`config.mk`:
```
export PLATFORM = sky130hd
export DESIGN_NAME = tlpte_front
export DESIGN_NICKNAME = d
export VERILOG_FILES = /design/src/two_level_page_table_engine_assert.svh /design/src/tlpte_pkg.sv /design/src/tlpte_front.sv
export SDC_FILE = /design/constraint.sdc
export NUM_CORES = 1
export LEC_CHECK = 0
export BUFFER_PORTS_ARGS = -buffer_cell sky130_fd_sc_hd__buf_2
export CAP_MARGIN = 20
export CORE_ASPECT_RATIO = 1.25
export CORE_UTILIZATION = 45
export CTS_CLUSTER_SIZE = 28
export DETAILED_ROUTE_END_ITERATION = 6
export GPL_ROUTABILITY_DRIVEN = 0
export PLACE_DENSITY = 0.73
export SLEW_MARGIN = 5
export SYNTH_ARGS = -nofsm -noshare
export SYNTH_HDL_FRONTEND = slang
export SYNTH_SLANG_ARGS = --single-unit
```
`constraint.sdc`:
```
create_clock -name clock -period 8.35 [get_ports clock]
set_clock_uncertainty 0.05 [all_clocks]
set_input_delay 0 -clock clock [delete_from_list [all_inputs] [get_ports clock]]
set_output_delay 0 -clock clock [all_outputs]
set_load 0.01 [all_outputs]
```
`src/two_level_page_table_engine_assert.svh`:
```
// ----------------------------------------------------------------------------
// Assertion macros for the two-level page table engine
// Concurrent checks that compile away when SYNTHESIS is defined.
// ----------------------------------------------------------------------------
`ifndef TWO_LEVEL_PAGE_TABLE_ENGINE_ASSERT_SVH
`define TWO_LEVEL_PAGE_TABLE_ENGINE_ASSERT_SVH
`ifndef SYNTHESIS
`define TLPTE_ASSERT(lbl, clk, rst, ante, cons) \
   lbl: assert property (@(posedge clk) disable iff (rst) (ante) |-> (cons)) \
      else $error("same-cycle check failed");
`define TLPTE_ASSERT_NEXT(lbl, clk, rst, ante, cons) \
   lbl: assert property (@(posedge clk) disable iff (rst) (ante) |=> (cons)) \
      else $error("next-cycle check failed");
`else
`define TLPTE_ASSERT(lbl, clk, rst, ante, cons)
`define TLPTE_ASSERT_NEXT(lbl, clk, rst, ante, cons)
`endif
`endif

```
`src/tlpte_pkg.sv`:
```
// ----------------------------------------------------------------------------
// Page table engine package
// Sizes, codes and transaction types shared by the engine's modules.
// ----------------------------------------------------------------------------
package tlpte_pkg;

   localparam int TABLE_COUNT = 16;

   localparam int ADDR_W      = 32;
   localparam int KIND_W      = 2;
   localparam int FLAG_W      = 3;
   localparam int STATUS_W    = 2;
   localparam int PAGE_SHIFT  = 12;
   localparam int OFFSET_W    = PAGE_SHIFT;
   localparam int FRAME_W     = ADDR_W - PAGE_SHIFT;
   localparam int DIR_ENTRIES = 1024;
   localparam int TBL_ENTRIES = 1024;
   localparam int DIR_AW      = $clog2(DIR_ENTRIES);
   localparam int TBL_AW      = $clog2(TBL_ENTRIES);
   localparam int TIDX_W      = (TABLE_COUNT > 1) ? $clog2(TABLE_COUNT) : 1;
   localparam int FREE_W      = $clog2(TABLE_COUNT + 1);
   localparam int POOL_DEPTH  = TABLE_COUNT * TBL_ENTRIES;
   localparam int POOL_AW     = $clog2(POOL_DEPTH);

   // two-entry queues, pointers wrap naturally
   localparam int Q_DEPTH     = 2;
   localparam int QPTR_W      = $clog2(Q_DEPTH);
   localparam int QCNT_W      = $clog2(Q_DEPTH + 1);

   typedef enum logic [KIND_W-1:0] {
      KIND_MAP   = 2'd0,
      KIND_UNMAP = 2'd1,
      KIND_XLATE = 2'd2,
      KIND_NONE  = 2'd3
   } op_type;

   typedef enum logic [STATUS_W-1:0] {
      STATUS_DONE       = 2'd0,
      STATUS_NO_TABLE   = 2'd1,
      STATUS_NOT_MAPPED = 2'd2
   } status_type;

   typedef enum logic [1:0] {
      WS_CLEAR,
      WS_IDLE,
      WS_EXEC,
      WS_POOL
   } walk_state_type;

   typedef struct packed {
      op_type              op;
      logic [DIR_AW-1:0]   dir_idx;
      logic [TBL_AW-1:0]   tbl_idx;
      logic [OFFSET_W-1:0] offset;
      logic [FRAME_W-1:0]  frame;
      logic [FLAG_W-1:0]   flags;
   } cmd_type;

   typedef struct packed {
      logic [ADDR_W-1:0] addr;
      logic              mapped;
      status_type        status;
   } rsp_type;

endpackage

```
`src/tlpte_front.sv`:
```
// ----------------------------------------------------------------------------
// Request front end
// Accepts request transactions, decodes them into commands and holds them
// in a two-entry queue for the walker.
// ----------------------------------------------------------------------------
module tlpte_front (
   input  logic                          clock,
   input  logic                          reset,
   input  logic                          req_push,
   output logic                          req_full,
   input  logic [tlpte_pkg::KIND_W-1:0]  req_kind,
   input  logic [tlpte_pkg::ADDR_W-1:0]  req_virtual_addr,
   input  logic [tlpte_pkg::ADDR_W-1:0]  req_physical_addr,
   input  logic [tlpte_pkg::FLAG_W-1:0]  req_page_flags,
   input  logic                          init_done,
   output logic                          cmd_valid,
   input  logic                          cmd_pop,
   output tlpte_pkg::cmd_type            cmd
);
   import tlpte_pkg::*;

   cmd_type             q_ff [Q_DEPTH];
   logic [QPTR_W-1:0]   wr_ptr_ff, wr_ptr_in;
   logic [QPTR_W-1:0]   rd_ptr_ff, rd_ptr_in;
   logic [QCNT_W-1:0]   count_ff, count_in;
   cmd_type             cmd_in;
   logic                push;
   logic                pop;

   // split the address into directory index, table index and offset
   always_comb begin
      cmd_in.op      = op_type'(req_kind);
      cmd_in.dir_idx = req_virtual_addr[ADDR_W-1 -: DIR_AW];
      cmd_in.tbl_idx = req_virtual_addr[PAGE_SHIFT +: TBL_AW];
      cmd_in.offset  = req_virtual_addr[OFFSET_W-1:0];
      cmd_in.frame   = req_physical_addr[ADDR_W-1:PAGE_SHIFT];
      cmd_in.flags   = req_page_flags;
   end

   assign req_full  = !init_done || (count_ff == QCNT_W'(Q_DEPTH));
   assign push      = req_push && !req_full;
   assign cmd_valid = (count_ff != '0);
   assign pop       = cmd_pop && cmd_valid;
   assign cmd       = q_ff[rd_ptr_ff];

   always_comb begin
      wr_ptr_in = push ? wr_ptr_ff + 1'b1 : wr_ptr_ff;
      rd_ptr_in = pop  ? rd_ptr_ff + 1'b1 : rd_ptr_ff;
      count_in  = count_ff;
      if (push && !pop) begin
         count_in = count_ff + 1'b1;
      end else if (pop && !push) begin
         count_in = count_ff - 1'b1;
      end
   end

   always_ff @(posedge clock) begin
      if (reset) begin
         wr_ptr_ff <= '0;
         rd_ptr_ff <= '0;
         count_ff  <= '0;
      end else begin
         wr_ptr_ff <= wr_ptr_in;
         rd_ptr_ff <= rd_ptr_in;
         count_ff  <= count_in;
      end
   end

   always_ff @(posedge clock) begin
      if (push) begin
         q_ff[wr_ptr_ff] <= cmd_in;
      end
   end

endmodule

```
Word-level counts from Yosys, hierarchy flattened:

Memory sizes are Yosys's and may differ from the RTL's. A register that Yosys moved wholly into a read port is not among the register bits.
Cells that the tools add are included.

* register bits: 4
* memory bits (writable): 114
* input port bits: 74
* output and inout port bits: 59
* word-level logic and storage cells: 26
* memories kept: 1

Memories
* q_ff: words 2, bits a word 57, rd ports 1, clocked after Yosys merged registers in 1, wr ports 1, line tlpte_front.sv:22 `cmd_type q_ff [Q_DEPTH];`

* add/subtract/negate cells: 4
* equality and inequality tests: 1
* mux-type cells: 6
* reductions and logical operators: 11

Operators with widths (count)
* logical AND 1 bit: 4
* logical NOT 1 bit: 4
* two-way mux 1 bit: 4
* two-way mux 2 bit: 2
* nonzero test 2 bit: 2
* adder 1 bit, second input constant: 2
* adder 2 x 1 -> 2 bit, second input constant: 1
* equality test 2 bit, second input constant: 1
* subtractor 2 x 1 -> 2 bit, second input constant: 1
* logical OR 1 bit: 1

Longest topological paths before layout:

* depth after elaboration: 8
* mapped depth: 6

Worst setup path before layout:

OpenSTA, ideal clock, no wires.

* kind: register to register
* from: register count_ff[0]
* to: memory q_ff[0][0] (netlist name), enable pin
* arrival time: 3.271 ns
* data required time: 7.821 ns
* path slack: 4.551 ns
* cell stages (with the launch flop): 4
* buffers on the path: 0
* period minus slack after synthesis: 3.799 ns
* cell sequence: dfxtp_1 > nand2b_1 > and3_4 > nor2b_1

* longest elaborated chain between the ends: 6

RTL lines
* start: declaration: line tlpte_front.sv:25 `logic [QCNT_W-1:0] count_ff, count_in;`
* start signal: assignment: line tlpte_front.sv:65 `count_ff <= count_in;`
* equality test 2 bit: line tlpte_front.sv:40 `assign req_full = !init_done || (count_ff == QCNT_W'(Q_DEPTH));`
* logical OR 1 bit: line tlpte_front.sv:40
* logical NOT 1 bit: line tlpte_front.sv:41 `assign push = req_push && !req_full;`
* logical AND 1 bit: line tlpte_front.sv:41
* via push: line tlpte_front.sv:27 `logic push;`
* two-way mux 1 bit: line tlpte_front.sv:70 `if (push) begin`
* two-way mux 1 bit (not written as such): line tlpte_front.sv:71 `q_ff[wr_ptr_ff] <= cmd_in;`
* end: declaration: line tlpte_front.sv:22

The timed path passes the listed nets, and every way through them passes these cells.

Worst setup path after layout:

* from: register count_ff[0]
* to: memory q_ff[0][26] (netlist name), enable pin

The elaborated chain is that of the path after synthesis.

==> impl_metrics.toml <==
[synthesis]
syn_inst = 202
synth_edf_count = 114
ys_seq_area_frac = 0.809
avgSynthCellArea_um2 = 21.5
ys_ff_latch = 119
ys.flop_type = "edfxtp_1"
syn_nets = 277
postSynth.asyncResetShare = 0
netlist_area_um2 = 4350
ys_warn_count = 0
synth.distinct_cells = 19

[grt]
grt_pass1_wl_um = 13000
grt-ovfl-total = 0
antenna_found_initial = 0
grt_pass1_vias = 2803
grtUsageTotal = 0.174
grt_max_degree = 58

[finish]
final_cell_mix = "buf_2 (120), edfxtp_1 (114), dlygate4sd3_1 (61)"
layout_commonest_cell = "buf_2"
fin_nets = 474
final_layout_size_suffix_gt1_frac = 0.524
syn2layout_area_growth_pct = 45.2
diodes = 0

[power]
power.density_nw_per_um2 = 292
p_leak_nw = 2.41
vdd_drop_max_mv = 0.224

[placement]
port_buffers = 120
preCtsSetupSlack_ns = 5.92
hpwl_um = 4400

[sta]
slew_violations = 0
slew_headroom = 0.491
whs_ns = 0.208
finalSetupTns_ns = 0
tightest_slew_ns = 0.762
fin_ws_ns = 5.97
max_freq_ghz = 0.421
finalSetupViolCount = 0
hold_viol = 0
fin_crit_ns = 2.38
rsz0062_at_grt = "no"
min_period_over_period = 0.285

[die]
start_util = 0.470
die_height_um = 112
die_x_um = 90.0
io_pins = 133
core.rowCount = 39
core_area_um2 = 9270
fp.dieArea_um2 = 10100

[worst_setup_path]
critPathKind = "reg2reg"
path_max_fanout = 33
required_ns = 8.35
end_kind = "flop"
worst_setup_path_start_kind = "flop"
critPathArrivalTime_ns = 2.37

[clocking]
numCtsBuffers = 17
clock-root-buffer = "clkbuf_16"
clockBufferDepth = 2
clkSlewWorstSetupHoldPaths_ns = 0.05
clock_sinks = 119
ctsResizeCount = 0
htree_levels = 4
cts_tree = "yes"
clk_latency_ns = 0.40

[route]
vias = 2534
routedWlPerCell_um = 15.0
via_per_inst = 4.74
wirelength_um = 8010
drcViolationCount = 0
drt-initial-drc-count = 70
drtPass1Iterations = 4
postRouteAntennaNets = 0

[min_path]
hp-class = "in2out"

[run_status]
outcome = "completed"

[flow_run]
maxCapViolations = 0
through the flow:
| step | power, mW | utilization | std cells | instance area (um2) |
|---|---|---|---|---|
| floorplan | 0.978 | - | 202 | 4350 |
| global placement | 1.09 | 0.549 | 442 | 5090 |
| CTS | 1.86 | 0.682 | 535 | 6320 |
| detailed placement | 1.09 | 0.549 | 442 | 5090 |
| global route | 1.92 | 0.682 | 535 | 6320 |
| finish | 1.85 | 0.682 | 535 | 6320 |
path summary, 6_finish.rpt:
| path | from | to | slack [ns] | depth (start not counted) |
|---|---|---|---|---|
| hold reg to reg | rd_ptr_ff | rd_ptr_ff | 0.46 | 2 |
| hold / removal | init_done | req_full | 0.21 | 3 |
| setup / recovery | count_ff[0] | q_ff[0][26] | 5.97 | 4 |
| setup reg to reg | count_ff[0] | q_ff[0][26] | 5.97 | 4 |
synthesized netlist by cell type, types with 2 or more instances:
cell type | instances | area share
edfxtp_1 | 114 | 0.79
nor2_1 | 4 | 0.0034
mux2_2 | 57 | 0.15
buf_6 | 3 | 0.0078
nor2b_1 | 2 | 0.0029
dfxtp_1 | 5 | 0.023
xor2_1 | 3 | 0.0060
o21ai_0 | 2 | 0.0023
buf_2 | 2 | 0.0023
layout make-up:
cell class	instances	area (um2)
fill	660	2950
timing repair buffer	184	1230
clock buffer	24	502
multi-input combinational	77	787
clock inverter	8	120
sequential	119	3520
tap	123	154
timing repair:
item                                   CTS  global route
setup buffers                            0             0
hold buffers                            61             0
endpoints found under the hold margin  119             0
worst max-delay path, stage by stage (launching register included):
cell and delay (ns):
dfxtp_1 0.39, nand2b_1 0.16, and3_4 0.22, nor2b_4 0.65
buf_4 0.53
sequential cells by signal (all words and copies together) (netlist names), named ones only:
register / count
q_ff: 114
count_ff: 2
rd_ptr_ff: 1
wr_ptr_ff: 1
cells by family (layout without fill, tap and decap cells):
group	Yosys count	count (layout)	share of synthesized area
simple gates	12	12	0.0155
mux	58	58	0.151
buf+inv	6	216	0.0118
fa+ha+maj	1	1	0.00287
compound gates	3	3	0.00345
xor+xnor	3	3	0.00604
flops	119	119	0.809
routing by layer:
metal	track usage	up-vias	part of all wire
met5	0	-	0
met2	0.307	97	0.53
met4	0.0817	0	0.022
met3	0.0724	17	0.061
met1	0.181	1231	0.38
li1	-	1189	-
power breakdown:
part / leakage, nW / switching (mW) / internal [mW] / total [mW]
Sequential: 1.09 / 0.0151 / 0.714 / 0.729
Clock: 0.302 / 0.236 / 0.507 / 0.743
Combinational: 1.02 / 0.184 / 0.190 / 0.374
No activity file was read; power rests on OpenSTA's default activity.
