<file path="src/two_level_page_table_engine_assert.svh">
// ----------------------------------------------------------------------------
// Assertion macros for the two-level page table engine
// Concurrent checks that compile away when SYNTHESIS is defined.
// ----------------------------------------------------------------------------
`ifndef TWO_LEVEL_PAGE_TABLE_ENGINE_ASSERT_SVH
`define TWO_LEVEL_PAGE_TABLE_ENGINE_ASSERT_SVH
`ifndef SYNTHESIS
`define TLPTE_ASSERT(lbl, clk, rst, ante, cons) \
   lbl: assert property (@(posedge clk) disable iff (rst) (ante) |-> (cons)) \
      else $error("same-cycle check failed");
`define TLPTE_ASSERT_NEXT(lbl, clk, rst, ante, cons) \
   lbl: assert property (@(posedge clk) disable iff (rst) (ante) |=> (cons)) \
      else $error("next-cycle check failed");
`else
`define TLPTE_ASSERT(lbl, clk, rst, ante, cons)
`define TLPTE_ASSERT_NEXT(lbl, clk, rst, ante, cons)
`endif
`endif

</file>
<file path="src/tlpte_pkg.sv">
// ----------------------------------------------------------------------------
// Page table engine package
// Sizes, codes and transaction types shared by the engine's modules.
// ----------------------------------------------------------------------------
package tlpte_pkg;

   localparam int TABLE_COUNT = 16;

   localparam int ADDR_W      = 32;
   localparam int KIND_W      = 2;
   localparam int FLAG_W      = 3;
   localparam int STATUS_W    = 2;
   localparam int PAGE_SHIFT  = 12;
   localparam int OFFSET_W    = PAGE_SHIFT;
   localparam int FRAME_W     = ADDR_W - PAGE_SHIFT;
   localparam int DIR_ENTRIES = 1024;
   localparam int TBL_ENTRIES = 1024;
   localparam int DIR_AW      = $clog2(DIR_ENTRIES);
   localparam int TBL_AW      = $clog2(TBL_ENTRIES);
   localparam int TIDX_W      = (TABLE_COUNT > 1) ? $clog2(TABLE_COUNT) : 1;
   localparam int FREE_W      = $clog2(TABLE_COUNT + 1);
   localparam int POOL_DEPTH  = TABLE_COUNT * TBL_ENTRIES;
   localparam int POOL_AW     = $clog2(POOL_DEPTH);

   // two-entry queues, pointers wrap naturally
   localparam int Q_DEPTH     = 2;
   localparam int QPTR_W      = $clog2(Q_DEPTH);
   localparam int QCNT_W      = $clog2(Q_DEPTH + 1);

   typedef enum logic [KIND_W-1:0] {
      KIND_MAP   = 2'd0,
      KIND_UNMAP = 2'd1,
      KIND_XLATE = 2'd2,
      KIND_NONE  = 2'd3
   } op_type;

   typedef enum logic [STATUS_W-1:0] {
      STATUS_DONE       = 2'd0,
      STATUS_NO_TABLE   = 2'd1,
      STATUS_NOT_MAPPED = 2'd2
   } status_type;

   typedef enum logic [1:0] {
      WS_CLEAR,
      WS_IDLE,
      WS_EXEC,
      WS_POOL
   } walk_state_type;

   typedef struct packed {
      op_type              op;
      logic [DIR_AW-1:0]   dir_idx;
      logic [TBL_AW-1:0]   tbl_idx;
      logic [OFFSET_W-1:0] offset;
      logic [FRAME_W-1:0]  frame;
      logic [FLAG_W-1:0]   flags;
   } cmd_type;

   typedef struct packed {
      logic [ADDR_W-1:0] addr;
      logic              mapped;
      status_type        status;
   } rsp_type;

endpackage

</file>
<file path="src/tlpte_rsp_queue.sv">
// ----------------------------------------------------------------------------
// Result queue
// Two-entry queue that holds finished results until they are popped.
// ----------------------------------------------------------------------------
module tlpte_rsp_queue (
   input  logic                clock,
   input  logic                reset,
   input  logic                push,
   input  tlpte_pkg::rsp_type  push_data,
   output logic                full,
   output logic                empty,
   input  logic                pop,
   output tlpte_pkg::rsp_type  pop_data
);
   import tlpte_pkg::*;

   rsp_type             q_ff [Q_DEPTH];
   logic [QPTR_W-1:0]   wr_ptr_ff, wr_ptr_in;
   logic [QPTR_W-1:0]   rd_ptr_ff, rd_ptr_in;
   logic [QCNT_W-1:0]   count_ff, count_in;
   logic                do_push;
   logic                do_pop;

   assign full     = (count_ff == QCNT_W'(Q_DEPTH));
   assign empty    = (count_ff == '0);
   assign do_push  = push && !full;
   assign do_pop   = pop && !empty;
   assign pop_data = q_ff[rd_ptr_ff];

   always_comb begin
      wr_ptr_in = do_push ? wr_ptr_ff + 1'b1 : wr_ptr_ff;
      rd_ptr_in = do_pop  ? rd_ptr_ff + 1'b1 : rd_ptr_ff;
      count_in  = count_ff;
      if (do_push && !do_pop) begin
         count_in = count_ff + 1'b1;
      end else if (do_pop && !do_push) begin
         count_in = count_ff - 1'b1;
      end
   end

   always_ff @(posedge clock) begin
      if (reset) begin
         wr_ptr_ff <= '0;
         rd_ptr_ff <= '0;
         count_ff  <= '0;
      end else begin
         wr_ptr_ff <= wr_ptr_in;
         rd_ptr_ff <= rd_ptr_in;
         count_ff  <= count_in;
      end
   end

   always_ff @(posedge clock) begin
      if (do_push) begin
         q_ff[wr_ptr_ff] <= push_data;
      end
   end

endmodule

</file>
<file path="config.mk">
export PLATFORM = sky130hd
export DESIGN_NAME = tlpte_rsp_queue
export DESIGN_NICKNAME = d
export VERILOG_FILES = /design/src/two_level_page_table_engine_assert.svh /design/src/tlpte_pkg.sv /design/src/tlpte_rsp_queue.sv
export SDC_FILE = /design/constraint.sdc
export NUM_CORES = 1
export LEC_CHECK = 0
export ABC_AREA = 1
export BUFFER_PORTS_ARGS = -buffer_cell sky130_fd_sc_hd__clkbuf_2
export CORE_MARGIN = 5
export CORE_UTILIZATION = 40
export CTS_BUF_LIST = sky130_fd_sc_hd__clkbuf_16
export CTS_CLUSTER_DIAMETER = 200
export DETAILED_ROUTE_END_ITERATION = 7
export MAX_ROUTING_LAYER = met4
export SLEW_MARGIN = 0
export SYNTH_ARGS = -nofsm -noshare
export SYNTH_HDL_FRONTEND = slang
export SYNTH_SLANG_ARGS = --single-unit
</file>
<file path="constraint.sdc">
create_clock -name clock -period 2.85 [get_ports clock]
set_input_delay 0.57 -clock clock [delete_from_list [all_inputs] [get_ports clock]]
set_output_delay 0.57 -clock clock [all_outputs]
set_load 0.1 [all_outputs]
</file>
# Yosys cells after proc, flatten, opt, wreduce, memory -nomap -nowiden
# Memories as Yosys holds them, arrays and structs flattened. A register that Yosys moved wholly into a read port is not among the register bits.
# Index checks and enable logic that the tools add are counted.
# classes
n_eq_ne	1
addsub	4
muxes	6
reduce_logical	10
# op_table
cell	n
1-bit logical AND	4
1-bit zero test	4
1-bit 2-to-1 mux	4
2-bit 2-to-1 mux	2
1-bit adder, second input constant	2
2-bit by 1-bit adder with 2-bit output, second input constant	1
2-bit == test, second input constant	1
2-bit zero test	1
2-bit nonzero test	1
2-bit by 1-bit subtractor with 2-bit output, second input constant	1
# word_totals
output_inout_bits	37
inputBits	39
ramBits	70
elab_cells	25
memories	1
reg_bits	4
# memory_table
memory	depth	width	rd	rd_ports_with_merged_regs	wr	line	source
q_ff	2	35	1	1	1	tlpte_rsp_queue.sv:17	rsp_type q_ff [Q_DEPTH];

# Depth between registers and ports, before layout
# Gate-level depths: netlist (run 1).
# depth
word_depth	7
mapped_depth	10
depth_no_buf	10

# Worst setup path before layout (run 1)
# OpenSTA, ideal clock, no wires.
# synth_timing
kind	input -> register
start	input push
end	memory q_ff[0][0] (netlist bit), enable pin
cell_stages	2
arrival_time_ns	2.118
t_required_ns	2.423
setup_slack_ns	0.305
n_path_buf	0
setup_time_ns	0.427
path_cell_list	o21ai_2 -> nor2_1
# synth_between
elab_chain_cells	3
# synth_rtl
element	line	source
start, declared	tlpte_rsp_queue.sv:8	input logic push,
1-bit logical AND	tlpte_rsp_queue.sv:26	assign do_push = push && !full;
1-bit 2-to-1 mux	tlpte_rsp_queue.sv:54	if (do_push) begin
1-bit 2-to-1 mux (implied by the code)	tlpte_rsp_queue.sv:55	q_ff[wr_ptr_ff] <= push_data;
end, declared	tlpte_rsp_queue.sv:17	
# Every way passes these cells.

==> impl_metrics.yaml, run 1 <==
die:
  io_pins: 76
  dieWidth_um: 95.6
  rows: 31
  initial_utilization_pct: 40.8
  die_h_um: 95.6
  core-area_mm2: 0.00718
  fp.dieArea_mm2: 0.00914
setup_path:
  crit_type: "reg -> out"
  end_kind: "primary output"
  start_kind: "register"
  cp_slowest_cell: "mux2_2"
  worstPathCellList: "buf_4 -> mux2_2 -> clkbuf_2"
  path_max_fanout: 20
  critPathArrivalTime_ns: 1.73
  critPathMaxStageDelay_ns: 0.38
  cp.required_ns: 2.28
pwr:
  total_power_mw: 4.34
  p_comb_share_pct: 43.7
  p_leak_nw: 1.49
  p_int_mw: 2.38
  swShare_pct: 45.0
  p_sw_mw: 1.95
  clock_power_share_pct: 22.9
  peakVddDrop_mv: 0.766
  seqPwrFrac_pct: 33.4
  powerDensity_mw_per_mm2: 1170
place:
  dp_hpwl_um: 3360
  numPortBuffers: 75
  gp_congestion: 0.700
worst_hold_path:
  hp-class: "in -> reg"
timing:
  max_clock_freq_mhz: 434
  hold_violations: 0
  period_share_pct: 80.8
  worstMarginPinSlew_ns: 0.591
  slew_violations: 0
  final.min_clock_period_ns: 2.30
  rsz0062_at_grt: "false"
  finClkSkew_ns: 0.00534
  fin_setup_tns_ns: 0
  relSlewSlack_pct: 60.5
  finalSetupViolations: 0
clocking:
  ctsHoldBuffers: 0
  cts_max_path_buffers: 2
  root_buffer: "clkbuf_16"
  cts_setup_buffers: 0
  ctsHtreeMaxLevel: 3
  ctsResizeCount: 0
  cts.clk_slew.worst_paths_ns: 0.06
  insertion_delay_ns: 0.33
  cts_buffers: 9
  cts.sinks: 75
  tritoncts: "yes"
cells_and_area:
  areaGrowthSynthToFinish_pct: 26.3
  diodes: 0
  drive_above_1_share_pct: 57.4
  final_core_util_pct: 51.6
  nets: 272
synthesis:
  syn_area_per_cell_um2: 20.1
  synth_seq_cells: 75
  netlist_instances: 146
  yosys.area.top_type: "edfxtp_1"
  synth_area_mm2: 0.00293
  synth_top_area_share_pct: 71.7
  synth.area.top_cells: "edfxtp_1 72%, mux2_4 15%, dfxtp_1 3.4%"
  synthDistinctLibCells: 17
  ys_warn_count: 0
  synth_nets: 186
  ys_seq_area_share_pct: 75.1
grt:
  grt_pass1_wl_um: 7550
  grt_max_degree: 21
  grt_pass1_vias: 1515
  antenna_found_initial: 0
  grt_remaining_overflow: 0
  grt.total_usage_pct: 12.0
routing:
  drtIter0Drc: 46
  wl_um: 4810
  vias: 1482
  drc: 0
  viasPerCell: 4.41
  drtAntennaViolNets: 0
  avgRoutedWirePerCell_um: 14.3
  dr.pass1.iters: 4
run_status:
  status: "completed"
job:
  drv_cap: 0
[layer usage]
layer	vias up	global-route usage (%)	share of wire, %
li1	723	-	-
met1	707	14.3	42
met2	45	17.5	49
met3	7	4.97	7.1
met4	0	6.04	1.6
met5	-	-	0
[area by class of cell]
| cell class | count | area, um^2 |
|---|---|---|
| Clock buffer | 9 | 225 |
| Clock inverter | 7 | 45.0 |
| Tap cell | 99 | 124 |
| Inverter | 9 | 33.8 |
| Fill cell | 618 | 3480 |
| Sequential cell | 75 | 2200 |
| Timing Repair Buffer | 79 | 430 |
| Multi-Input combinational cell | 58 | 638 |
[final timing paths]
kind / startpoint / end / slack (ns) / cells after the start
worst max-delay path: register / pop_data[18] / 0.55 / 3
worst min-delay path: push_data[25] / q_ff[0][25] / 0.43 / 1
worst max register to register: count_ff[0] / q_ff[0][29] / 1.19 / 3
worst min register to register: wr_ptr_ff / wr_ptr_ff / 0.55 / 2
[cells in the final DEF, fill, tap and decap left out, types with 3 or more instances in the layout]
cell and instances:
clkbuf_16 9, clkbuf_2 75, clkinv_2 4, dfxtp_1 4, edfxtp_1 70, inv_1 8
mux2_2 5, mux2_4 30, nand2_1 4, nor2_1 7, o21ai_0 3
[cell usage after synthesis]
cell type,n
inv_2,1
ha_1,1
o21ai_2,2
mux2_4,30
buf_12,3
nor2_1,9
edfxtp_1,70
a21oi_1,1
nand2_1,4
nand4_1,1
nand3_1,1
dfxtp_1,5
inv_1,8
o21ai_0,3
mux2_2,5
buf_6,1
and2_1,1
[power groups by stage]
stage               Clock (mW)  Combinational (mW)  Sequential (mW)
floorplan                    0                1.69             1.47
global placement             0                1.91             1.47
detailed placement           0                1.92             1.47
CTS                       1.02                1.92             1.45
global route              1.09                1.98             1.47
finish                   0.991                1.89             1.45
[kinds of logic (layout without fill, tap and decap cells)]
| family | Yosys count | after routing | synth area share [%] |
|---|---|---|---|
| flops | 75 | 75 | 75.1 |
| mux | 35 | 35 | 17.3 |
| simple gates | 16 | 16 | 2.26 |
| buf+inv | 13 | 104 | 3.59 |
| compound gates | 6 | 6 | 1.28 |
| fa+ha+maj | 1 | 1 | 0.427 |
[stage by stage]
| stage | cells | hold slack (ns) | setup slack, ns | cell area, um^2 |
|---|---|---|---|---|
| finish | 336 | 0.430 | 0.546 | 3700 |
| global route | 336 | 0.412 | 0.445 | 3700 |
| CTS | 336 | 0.419 | 0.513 | 3700 |
| detailed placement | 320 | 0.546 | 0.871 | 3430 |
| global placement | 320 | 0.523 | 0.883 | 3430 |
| floorplan | 146 | 0.475 | 0.305 | 2930 |
[registers in the layout, summed over array words and instances, names as in the netlist, named ones only]
| signal | count |
|---|---|
| wr_ptr_ff | 1 |
| rd_ptr_ff | 1 |
| q_ff | 70 |
| count_ff | 2 |
[critical path: cells and delay by family, from the launching register on]
family   cells  cell delay, ns
buf+inv      2            0.70
mux          1            0.38
flops        1            0.32
(Power assumes the default switching activity.)
==> run 2, diff against run 1 <==
--- a/config.mk
+++ b/config.mk
@@ -13,6 +13,7 @@
 export CTS_CLUSTER_DIAMETER = 200
 export DETAILED_ROUTE_END_ITERATION = 7
 export MAX_ROUTING_LAYER = met4
+export PLACE_DENSITY = 0.66
 export SLEW_MARGIN = 0
 export SYNTH_ARGS = -nofsm -noshare
 export SYNTH_HDL_FRONTEND = slang
==> constraint.sdc (replaced) <==
create_clock -name clock -period 2.06 [get_ports clock]
set_input_delay 0.412 -clock clock [delete_from_list [all_inputs] [get_ports clock]]
set_output_delay 0.412 -clock clock [all_outputs]
set_load 0.1 [all_outputs]
==> run 2 against run 1 <==
Setup slack got worse by 0.47 ns. Sequential power rose by 39%. Global-route usage fell by 0.079 points. Clock power rose by 34%. Via count rose by 1.0%. Final cell count fell by 0.60%. Critical path depth did not move. Total power rose by 49%. Die area did not move. Non-clock buffer count fell by 1. Core utilization rose by 4.8 points. Worst hold slack got worse by 0.15 ns. Largest power group unchanged.
==> impl_metrics.yaml, run 2 (same netlist as run 1, synthesis figures left out) <==
run_status:
  status: "completed"
die:
  rows: 31
  io_pins: 76
  dieWidth_um: 95.6
  die_h_um: 95.6
  fp.dieArea_mm2: 0.00914
  core-area_mm2: 0.00718
  initial_utilization_pct: 40.8
cells_and_area:
  largest-register: "q_ff"
  seq_area_mm2: 0.00220
  final_common_cell: "edfxtp_1"
  drive_above_1_share_pct: 56.2
  final_cell_mix: "70 x edfxtp_1, 40 x clkbuf_2, 30 x mux2_4, 26 x buf_12"
  multi_input_comb_area_um2: 638
  instances_no_fill: 334
  areaGrowthSynthToFinish_pct: 38.1
  n_fill_cell: 572
  largest_reg_flops: 70
  final_core_util_pct: 56.4
  nets: 271
  diodes: 0
  largestRegisters: "q_ff (70), count_ff (2)"
  finalInstanceArea_mm2: 0.00405
routing:
  drtIter0Drc: 78
  drc: 0
  viasPerCell: 4.48
  drtAntennaViolNets: 0
  wl_um: 4930
  dr.pass1.iters: 4
  avgRoutedWirePerCell_um: 14.8
  vias: 1497
clocking:
  root_buffer: "clkbuf_16"
  ctsHoldBuffers: 0
  cts_max_path_buffers: 2
  tritoncts: "yes"
  cts_setup_buffers: 0
  cts.clk_slew.worst_paths_ns: 0.05
  ctsResizeCount: 3
  cts_buffers: 9
  cts.sinks: 75
  ctsHtreeMaxLevel: 3
  insertion_delay_ns: 0.32
grt:
  grt.total_usage_pct: 11.9
  grt_pass1_wl_um: 7690
  grt_remaining_overflow: 0
  grt_pass1_vias: 1595
  antenna_found_initial: 0
  grt_max_degree: 36
timing:
  slew_violations: 0
  worstMarginPinSlew_ns: 0.540
  finClkSkew_ns: 0.00687
  relSlewSlack_pct: 64.2
  rsz0062_at_grt: "false"
  hold_violations: 0
  layout_setup_ws_ns: 0.0740
  period_share_pct: 96.4
  finalSetupViolations: 0
  max_clock_freq_mhz: 504
  final.min_clock_period_ns: 1.99
  hold_slack_ns: 0.282
setup_path:
  path_max_fanout: 35
  worstPathCellList: "buf_12 -> mux2_2 -> clkbuf_4"
  crit_type: "reg -> out"
  start_kind: "register"
  cp_slowest_cell: "mux2_2"
  cp.required_ns: 1.65
  critPathMaxStageDelay_ns: 0.37
  critPathArrivalTime_ns: 1.57
  end_kind: "primary output"
  r2r.worst_path.cells: 9
place:
  post-place-ws_ns: 0.311
  numPortBuffers: 75
  dp_hpwl_um: 3480
  dpl_cell_area_mm2: 0.00378
  dpl.cell_count: 319
  gp_congestion: 0.653
job:
  drv_cap: 0
worst_hold_path:
  min_path_cells: 1
  hp-class: "in -> reg"
pwr:
  peakVddDrop_mv: 1.08
  p_leak_nw: 1.60
  powerDensity_mw_per_mm2: 1600
-- run 2: final cells by class --
cell class / count / area share (%)
well taps: 99 / 3.06
repair buffers: 78 / 19.5
flip-flops and latches: 75 / 54.5
multi-input cells: 58 / 15.8
inverters: 9 / 0.835
clock buffers: 9 / 5.57
clock inverters: 6 / 0.835
-- run 2: path summary, 6_finish.rpt --
path / startpoint / end / slack, ns
max: register / pop_data[17] / 0.07
max reg2reg: count_ff[1] / count_ff[1] / 0.45
min: push_data[18] / q_ff[0][18] / 0.28
min reg2reg: wr_ptr_ff / wr_ptr_ff / 0.55
-- run 2: critical path, delay by kind of cell (launching register included) --
kind,cells,cell delay (ns)
flops,1,0.33
mux,1,0.37
buf+inv,2,0.52
-- run 2: metrics by stage --
step / TNS, ns / power (mW)
2_1_floorplan: -26.94 / 4.37
3_3_place_gp: 0 / 5.15
3_5_place_dp: 0 / 5.19
4_1_cts: 0 / 6.54
5_1_grt: 0 / 6.69
6_report: 0 / 6.45
-- run 2: per-layer routing --
metal	share of wire, %	vias up	track usage, %
met3	5.2	4	3.71
met1	40	725	13.0
met2	54	45	19.8
met5	0	-	-
li1	-	723	-
met4	1.3	0	5.69
-- run 2: where the power goes --
part	total, mW	internal, mW	switching (mW)
sequential	2.01	1.93	0.0798
combinational	3.12	0.987	2.13
clock	1.33	0.795	0.534
==> run 3, diff against run 2 <==
--- a/config.mk
+++ b/config.mk
@@ -5,15 +5,15 @@
 export SDC_FILE = /design/constraint.sdc
 export NUM_CORES = 1
 export LEC_CHECK = 0
-export ABC_AREA = 1
+export ABC_AREA = 0
 export BUFFER_PORTS_ARGS = -buffer_cell sky130_fd_sc_hd__clkbuf_2
 export CORE_MARGIN = 5
-export CORE_UTILIZATION = 40
+export CORE_UTILIZATION = 46
 export CTS_BUF_LIST = sky130_fd_sc_hd__clkbuf_16
 export CTS_CLUSTER_DIAMETER = 200
 export DETAILED_ROUTE_END_ITERATION = 7
 export MAX_ROUTING_LAYER = met4
-export PLACE_DENSITY = 0.66
+export PLACE_DENSITY = 0.74
 export SLEW_MARGIN = 0
 export SYNTH_ARGS = -nofsm -noshare
 export SYNTH_HDL_FRONTEND = slang
==> run 3 against run 2 <==
Area after synthesis down 6.7%. Core utilization up 12 points. Fmax grew 1.7%. Critical path depth did not move. Count of clock-buffer cells in the layout is the same. Flip-flop and latch count did not move.
==> impl_metrics.yaml, run 3 <==
run_status:
  status: "completed"
job:
  drv_cap: 0
routing:
  viasPerCell: 4.85
  drtIter0Drc: 88
  drc: 0
  vias: 1459
  avgRoutedWirePerCell_um: 16.1
  wl_um: 4840
  dr.pass1.iters: 2
  drtAntennaViolNets: 0
synthesis:
  ys_seq_area_share_pct: 80.5
  synth.area.top_cells: "edfxtp_1 77%, mux2_2 14%, dfxtp_1 3.7%"
  syn_area_per_cell_um2: 20.4
  yosysMostFrequentCell: "edfxtp_1"
  ys.flop_type: "edfxtp_1"
  synth_nets: 174
  netlist_instances: 134
  synth-edff-count: 70
  ys_warn_count: 0
  yosys.area.top_type: "edfxtp_1"
  synth_area_mm2: 0.00273
  synthDistinctLibCells: 13
  synth_seq_cells: 75
  async_flop_share_pct: 0
  synth_common_cells: "70 x edfxtp_1, 35 x mux2_2, 5 x dfxtp_1, 5 x nor2_1, 4 x buf_2"
  synth_top_area_share_pct: 76.9
timing:
  slew_violations: 0
  finClkSkew_ns: 0.00499
  fin_setup_tns_ns: 0
  max_clock_freq_mhz: 512
  finalSetupViolations: 0
  period_share_pct: 94.8
  final.min_clock_period_ns: 1.95
  hold_violations: 0
  worstMarginPinSlew_ns: 0.542
  relSlewSlack_pct: 64.0
  rsz0062_at_grt: "false"
cells_and_area:
  final_common_cell: "edfxtp_1"
  nets: 261
  final_cell_mix: "70 x edfxtp_1, 40 x clkbuf_2, 36 x buf_12, 35 x mux2_2, 9 x clkbuf_16"
  largest-register: "q_ff"
  largest_reg_flops: 70
  drive_above_1_share_pct: 58.0
  largestRegisters: "q_ff (70), count_ff (2)"
  areaGrowthSynthToFinish_pct: 47.2
  diodes: 0
grt:
  grt_max_degree: 25
  antenna_found_initial: 0
  grt_pass1_wl_um: 7610
  grt.total_usage_pct: 14.1
  grt_remaining_overflow: 0
  grt_pass1_vias: 1591
place:
  numPortBuffers: 75
  dp_hpwl_um: 3510
  gp_congestion: 0.686
clocking:
  cts.sinks: 75
  cts_buffers: 9
  root_buffer: "clkbuf_16"
  cts_max_path_buffers: 2
  cts.clk_slew.worst_paths_ns: 0.05
  tritoncts: "yes"
  insertion_delay_ns: 0.32
  ctsResizeCount: 0
  ctsHtreeMaxLevel: 3
  ctsHoldBuffers: 0
  cts_setup_buffers: 0
setup_path:
  crit_family: "buffers and inverters"
  critPathMaxStageDelay_ns: 0.41
  cp_slowest_cell: "mux2_2"
  crit_type: "reg -> out"
  cp.required_ns: 1.65
  worstPathCellList: "buf_4 -> mux2_2 -> buf_12"
  path_max_fanout: 24
  crit_buf_inv: 2
  end_kind: "primary output"
  critPathArrivalTime_ns: 1.54
  start_kind: "register"
  r2r.worst_path.cells: 4
  critical_path_depth: 3
  reg2reg_from: "count_ff[0]"
die:
  io_pins: 76
  core-area_mm2: 0.00585
  dieWidth_um: 87.1
  fp.dieArea_mm2: 0.00758
  die_h_um: 87.1
  rows: 28
  initial_utilization_pct: 46.7
worst_hold_path:
  hp-class: "in -> reg"
  hold_start: "push_data[20]"
  min_path_cells: 1
run 3: changes by cell type after synthesis, moves of 3 or more:
cell	before	now
mux2_4	30	0
xor2_1	0	3
mux2_2	5	35
buf_2	0	4
inv_1	8	2
buf_12	3	0
nand2_1	4	0
nor2_1	9	5
run 3: final cells by class:
class                   count  area [um^2]
inverters                   2         7.51
clock inverters             7         35.0
repair buffers             80          951
multi-input cells          53          510
fillers                   390         1830
clock buffers               9          225
flip-flops and latches     75         2200
well taps                  75         93.8
run 3: stage by stage:
stage               setup slack (ns)  util [%]  cell area [um^2]  hold slack, ns  std cells
CTS                           0.0749      68.8              4030           0.271        301
floorplan                    0.00443         -              2740           0.452        134
global placement               0.433      64.3              3760           0.477        285
finish                         0.108      68.8              4030           0.284        301
detailed placement             0.403      64.3              3760           0.476        285
global route                  0.0160      68.8              4030           0.271        301
run 3: kinds of logic after synthesis:
family | after synthesis | share of synthesized area (%)
XOR/XNOR | 3 | 0.961
flip-flops | 75 | 80.5
adder cells (fa/ha/maj) | 1 | 0.458
buffers and inverters | 6 | 1.01
AND/OR/NAND/NOR | 9 | 1.69
multiplexers | 35 | 14.4
AO/OA/AOI/OAI | 5 | 0.915
run 3: worst paths after layout:
kind / end / slack, ns
worst max-delay path: pop_data[19] / 0.11
worst min-delay path: q_ff[0][20] / 0.28
worst max register to register: q_ff[1][8] / 0.46
worst min register to register: wr_ptr_ff / 0.49
run 3: routing by layer:
metal,vias to the layer above,GRT usage [%],wire (um)
li1,696,-,-
met4,0,7.53,44
met1,724,15.4,1870
met3,2,2.74,231
met5,-,-,0
met2,37,24.2,2690
run 3: worst register-to-register path: stages, from the launching register on:
cell and delay, ns:
dfxtp_1 0.45, nor2b_4 0.08, nor2_1 0.14, and2_2 0.38, buf_12 0.24
Power of run 3 is not shown: default switching activity piles up to over one toggle a cycle in this logic, so the estimate is an artifact.
